[config.mk]
export PLATFORM = sky130hd
export DESIGN_NAME = mwf_chain
export DESIGN_NICKNAME = d
export VERILOG_FILES = /design/src/rtl/mwf_pkg.sv /design/src/rtl/mwf_cell.sv /design/src/rtl/mwf_chain.sv
export SDC_FILE = /design/constraint.sdc
export NUM_CORES = 1
export LEC_CHECK = 0
export BUFFER_PORTS_ARGS = -buffer_cell sky130_fd_sc_hd__buf_4
export CAP_MARGIN = 20
export CORE_MARGIN = 5
export CORE_UTILIZATION = 40
export CTS_CLUSTER_SIZE = 30
export DETAILED_ROUTE_END_ITERATION = 16
export GPL_TIMING_DRIVEN = 0
export MAX_ROUTING_LAYER = met4
export PLACE_DENSITY_LB_ADDON = 0.1
export SLEW_MARGIN = 30
export SYNTH_ARGS = -nofsm -noshare
export SYNTH_HDL_FRONTEND = slang
export SYNTH_SLANG_ARGS = --single-unit
[constraint.sdc]
create_clock -name clk -period 2.45 [get_ports clk]
set_input_delay 0.3675 -clock clk [delete_from_list [all_inputs] [get_ports clk]]
set_output_delay 0.3675 -clock clk [all_outputs]
set_load 0.02 [all_outputs]
[src/rtl/mwf_pkg.sv]
// Shared types, codes and defaults for the marker watershed flood block.
package mwf_pkg;

  localparam int DEF_MAX_ROWS   = 64;
  localparam int DEF_MAX_COLS   = 64;
  localparam int DEF_VALUE_BITS = 16;
  localparam int DEF_LABEL_BITS = 16;

  localparam int CFG_BITS = 7;
  localparam logic [CFG_BITS-1:0] CFG_RESET = 7'd64;

  typedef enum logic [1:0] {
    OP_LOAD  = 2'd0,
    OP_FLOOD = 2'd1,
    OP_READ  = 2'd2,
    OP_NONE  = 2'd3
  } op_t;

  typedef enum logic {
    CFG_ROWS = 1'b0,
    CFG_COLS = 1'b1
  } cfg_idx_t;

  typedef enum logic [1:0] {
    DIR_UP    = 2'd0,
    DIR_LEFT  = 2'd1,
    DIR_RIGHT = 2'd2,
    DIR_DOWN  = 2'd3
  } dir_t;

  typedef enum logic [2:0] {
    ST_IDLE,
    ST_RD_OUT,
    ST_SEED_RD,
    ST_SEED_CHK,
    ST_POP,
    ST_NB_RD,
    ST_NB_CHK
  } state_t;

  // Command broadcast to every cell of the queue.
  typedef struct packed {
    logic clear;
    logic push;
    logic pop;
  } qcmd_t;

endpackage

[src/rtl/mwf_cell.sv]
// One cell of the sorted queue: holds one word, inserts or shifts with its neighbors.
module mwf_cell #(
  parameter int EW = 8,
  parameter int KW = 4
) (
  input  logic           clk,
  input  logic           rst,
  input  mwf_pkg::qcmd_t cmd,
  input  logic [EW-1:0]  push_word,
  input  logic [EW-1:0]  prev_word,
  input  logic           prev_valid,
  input  logic           prev_ins,
  input  logic [EW-1:0]  next_word,
  input  logic           next_valid,
  output logic [EW-1:0]  word,
  output logic           valid,
  output logic           ins
);
  import mwf_pkg::*;

  // The new word belongs at or before this cell.
  assign ins = !valid || (push_word[EW-1 -: KW] < word[EW-1 -: KW]);

  always_ff @(posedge clk) begin
    if (rst || cmd.clear) begin
      valid <= 1'b0;
    end else if (cmd.pop) begin
      word  <= next_word;
      valid <= next_valid;
    end else if (cmd.push && ins) begin
      if (!prev_ins) begin
        word  <= push_word;
        valid <= 1'b1;
      end else begin
        word  <= prev_word;
        valid <= prev_valid;
      end
    end
  end

endmodule

[src/rtl/mwf_chain.sv]
// Row of queue cells kept sorted by key; the head cell holds the minimum.
module mwf_chain #(
  parameter int N  = 4,
  parameter int EW = 8,
  parameter int KW = 4
) (
  input  logic           clk,
  input  logic           rst,
  input  mwf_pkg::qcmd_t cmd,
  input  logic [EW-1:0]  push_word,
  output logic [EW-1:0]  head_word,
  output logic           head_valid
);
  import mwf_pkg::*;

  logic [EW-1:0] words [N];
  logic          vals  [N];
  logic          inss  [N];

  for (genvar g = 0; g < N; g++) begin : g_cell
    logic [EW-1:0] pw, nw;
    logic          pv, pi, nv;
    if (g == 0) begin : g_first
      assign pw = '0;
      assign pv = 1'b0;
      assign pi = 1'b0;
    end else begin : g_mid
      assign pw = words[g-1];
      assign pv = vals[g-1];
      assign pi = inss[g-1];
    end
    if (g == N-1) begin : g_last
      assign nw = '0;
      assign nv = 1'b0;
    end else begin : g_nxt
      assign nw = words[g+1];
      assign nv = vals[g+1];
    end
    mwf_cell #(.EW(EW), .KW(KW)) u_cell (
      .clk(clk), .rst(rst), .cmd(cmd), .push_word(push_word),
      .prev_word(pw), .prev_valid(pv), .prev_ins(pi),
      .next_word(nw), .next_valid(nv),
      .word(words[g]), .valid(vals[g]), .ins(inss[g])
    );
  end

  assign head_word  = words[0];
  assign head_valid = vals[0];

endmodule

==> metrics.txt <==
# TYPE chip_impl_metric gauge
chip_impl_info{name="status",value="completed"} 1
chip_impl_metric{name="synth_seq_cells",unit=""} 36
chip_impl_metric{name="dp.cells",unit=""} 264
chip_impl_metric{name="comb_power_share",unit="%"} 14.2
chip_impl_metric{name="grt_first_pass_wirelength",unit="mm"} 7.84
chip_impl_metric{name="post-route-period-util",unit="%"} 93.9
chip_impl_metric{name="buffer_ports.inserted",unit=""} 19
chip_impl_info{name="synth_area_leaders",value="edfxtp_1 47%, mux2_2 9.9%, ha_1 7.3%"} 1
chip_impl_metric{name="vias_per_cell",unit=""} 5.32
chip_impl_metric{name="globalRouteMet3Util",unit="%"} 3.29
chip_impl_metric{name="post_syn_nets",unit=""} 200
chip_impl_metric{name="p_leak",unit="nW"} 0.976
chip_impl_metric{name="die_height",unit="um"} 81.7
chip_impl_metric{name="floorplan.die_area",unit="um^2"} 6670
chip_impl_metric{name="timing.critical_path.required",unit="ns"} 2.36
chip_impl_metric{name="fill_cells",unit=""} 483
chip_impl_metric{name="synth_warn",unit=""} 0
chip_impl_metric{name="ir_drop",unit="mV"} 0.305
chip_impl_metric{name="power.total",unit="mW"} 1.29
chip_impl_metric{name="worstPathMaxFanout",unit=""} 9
chip_impl_metric{name="fin_hold_ws",unit="ns"} 0.292
chip_impl_info{name="tritoncts",value="done"} 1
chip_impl_metric{name="antenna_cells",unit=""} 0
chip_impl_metric{name="detail_route.drc_violations",unit=""} 0
chip_impl_metric{name="drv_slew",unit=""} 0
chip_impl_metric{name="clk_skew",unit="ns"} 0.00906
chip_impl_metric{name="yosysTopAreaCellShare",unit="%"} 46.7
chip_impl_metric{name="seq_area_frac_synth",unit="%"} 50.6
chip_impl_metric{name="cap_viol_max_count",unit=""} 0
chip_impl_metric{name="ys_async_sr_fraction",unit="%"} 0
chip_impl_metric{name="groute.layer.met2.usage",unit="%"} 27.2
chip_impl_info{name="cp-start-kind",value="register"} 1
chip_impl_metric{name="pwr_density_cell",unit="nW/um^2"} 537
chip_impl_metric{name="netlist_area",unit="um^2"} 2060
chip_impl_metric{name="std_cell_rows",unit=""} 26
chip_impl_metric{name="fraction_of_final_layout_cells_sized_beyond_drive_strength_1",unit="%"} 25.7
chip_impl_info{name="grt_setup_unrepaired",value="false"} 1
chip_impl_metric{name="postSynthAreaPerCell",unit="um^2"} 11.7
chip_impl_metric{name="dieWidth",unit="um"} 81.7
chip_impl_metric{name="global_route.usage.total",unit="%"} 16.6
chip_impl_metric{name="post_cts_hold_buffer_count",unit=""} 0
chip_impl_metric{name="setup_viol_count_final",unit=""} 0
chip_impl_metric{name="core_area",unit="um^2"} 5040
chip_impl_metric{name="largest_net_degree_at_the_start_of_global_routing",unit=""} 11
chip_impl_metric{name="worstPathArrival",unit="ns"} 2.21
chip_impl_metric{name="maxSlewHeadroom",unit="%"} 36.7
chip_impl_metric{name="path_clk_slew",unit="ns"} 0.07
chip_impl_metric{name="cts_buffer_depth",unit=""} 2
chip_impl_info{name="timing.critical_path.to_type",value="register"} 1
chip_impl_metric{name="grt_antenna_before_repair",unit=""} 0
chip_impl_info{name="synth_area_leader_cell",value="edfxtp_1"} 1
chip_impl_metric{name="timing_hold_violations_final",unit=""} 0
chip_impl_metric{name="tritoncts_buffer_count",unit=""} 5
chip_impl_metric{name="layout.nets",unit=""} 227
chip_impl_metric{name="grtUsageMet1",unit="%"} 21.0
chip_impl_metric{name="seq_power_share",unit="%"} 55.0
chip_impl_metric{name="detailedRoute.firstIterationViolations",unit=""} 136
chip_impl_metric{name="clock_insertion_delay_worst_skew",unit="ns"} 0.28
chip_impl_metric{name="cell_internal_pwr",unit="mW"} 0.966
chip_impl_info{name="worst-setup-path-type",value="reg -> reg"} 1
chip_impl_metric{name="routability_congestion_estimate_from_global_placement",unit=""} 0.834
chip_impl_info{name="synth-main-ff-cell",value="edfxtp_1"} 1
chip_impl_metric{name="synth_cell_types",unit=""} 31
chip_impl_metric{name="initial_core_utilization",unit="%"} 40.8
chip_impl_metric{name="netSwitchingPower",unit="mW"} 0.325
chip_impl_metric{name="first_global_vias",unit=""} 1507
chip_impl_info{name="grt-busiest-layer",value="met2"} 1
chip_impl_info{name="synth.most_common_cell",value="edfxtp_1"} 1
chip_impl_metric{name="fin_cells",unit=""} 272
chip_impl_metric{name="final_period_minus_worst_setup_slack",unit="ns"} 2.30
chip_impl_metric{name="fmax",unit="GHz"} 0.435
chip_impl_metric{name="synth_edf_count",unit=""} 32
chip_impl_info{name="synthTopCellsByCount",value="32 x edfxtp_1, 18 x mux2_2, 17 x nor2_1, 16 x inv_1"} 1
chip_impl_metric{name="timing_worst_slew_pin_value",unit="ns"} 0.947
chip_impl_metric{name="drt-total-wl",unit="mm"} 4.94
chip_impl_metric{name="p_sw_share",unit="%"} 25.2
chip_impl_metric{name="drt_pass1_iterations",unit=""} 4
chip_impl_metric{name="ant_nets",unit=""} 0
chip_impl_metric{name="h-tree-depth",unit=""} 2
chip_impl_metric{name="routed-via-count",unit=""} 1447
chip_impl_metric{name="flow.area_growth_from_synthesis",unit="%"} 16.9
chip_impl_metric{name="clockPowerShare",unit="%"} 30.8
chip_impl_metric{name="overflow",unit=""} 0
chip_impl_metric{name="postSynthCellCount",unit=""} 175
chip_impl_info{name="holdCritPathClass",value="in -> reg"} 1
chip_impl_metric{name="post_drt_wl_per_cell",unit="um"} 18.2
chip_impl_metric{name="ios",unit=""} 22
chip_impl_metric{name="cts.sinks",unit=""} 36
chip_impl_info{name="clockRootBuffer",value="clkbuf_8"} 1
chip_impl_metric{name="detailed_place_hpwl",unit="mm"} 3.42
## cell type report
| cell class | count | area [um^2] | share of cell area (%) |
|---|---|---|---|
| timing repair buffer | 20 | 163 | 6.77 |
| inverter | 16 | 60.1 | 2.50 |
| clock buffer | 5 | 68.8 | 2.86 |
| multi-input combinational | 116 | 938 | 39.1 |
| sequential | 36 | 1040 | 43.3 |
| clock inverter | 2 | 7.51 | 0.313 |
| tap | 70 | 87.6 | 3.65 |
| buffer | 7 | 36.3 | 1.51 |
## cell families (layout without fill, tap and decap cells)
group | count (synthesis) | after routing | share of synthesized area, %
adder cells (fa/ha/maj) | 12 | 12 | 7.30
multiplexers | 28 | 28 | 14.7
AO/OA/AOI/OAI | 39 | 39 | 14.4
flip-flops | 36 | 36 | 50.6
buffers and inverters | 23 | 50 | 4.69
AND/OR/NAND/NOR | 37 | 37 | 8.22
## through the flow
stage	TNS, ns	util, %	instance area (um^2)	worst slack (ns)
after detailed placement	-4.41	45.5	2290	-0.340
after global placement	-5.82	45.3	2290	-0.323
final	0	47.6	2400	0.149
after floorplan	0	-	2060	0.350
after global routing	0	47.6	2400	0.0172
after CTS	0	47.1	2380	0.0168
## power groups by stage
stage               clock [mW]  combinational, mW  sequential (mW)
finish                   0.398              0.183            0.710
floorplan                    0              0.104            0.728
global route             0.434              0.201            0.713
global placement             0              0.174            0.723
CTS                      0.404              0.180            0.710
detailed placement           0              0.178            0.724
## layer usage
metal  up-vias  wire length (um)  share of wire (%)
met5         -                 0                  0
met4         0                30               0.61
met3         5               177                3.6
met2        26              2430                 49
met1       717              2300                 47
li1        699                 -                  -
## worst max-delay path, cell delays in order, from the launching register on
cell and delay [ns]:
edfxtp_1 0.40, inv_1 0.09, ha_1 0.22, a21boi_0 0.12, o21ai_1 0.25, a21oi_4 0.18
nor2_1 0.67
## timing repair
item | CTS | global route
pin swaps | 0 | 1
endpoints found under the setup margin | 16 | 16
gates resized for setup | 2 | 1
setup buffers | 0 | 1
gates cloned | 0 | 0
## sequential cells by signal (all words and copies together), names as in the netlist
name                 count
g_cell.u_cell.word      32
g_cell.u_cell.valid      4
## worst paths after layout
| kind | from | end | slack, ns | depth (start not counted) |
|---|---|---|---|---|
| min reg2reg | g_cell[0].u_cell.valid | g_cell[0].u_cell.valid | 0.53 | 2 |
| max | g_cell[0].u_cell.word[5] | g_cell[0].u_cell.word[1] | 0.15 | 6 |
| min | rst | g_cell[3].u_cell.valid | 0.29 | 2 |
| max reg2reg | g_cell[0].u_cell.word[5] | g_cell[0].u_cell.word[1] | 0.15 | 6 |
## layout by cell type (no fill, tap or decap), drive strengths merged, types with 2 or more instances in the layout
cell type,count
edfxtp,32
buf,23
mux2,18
nor2,17
inv,16
o21ai,13
ha,12
mux2i,10
nand2,9
clkbuf,9
a221o,8
a21oi,6
and2,5
dfxtp,4
nand2b,3
o21a,3
clkinv,2
a21boi,2
nor3,2
Power figures use the tool's default switching activity.
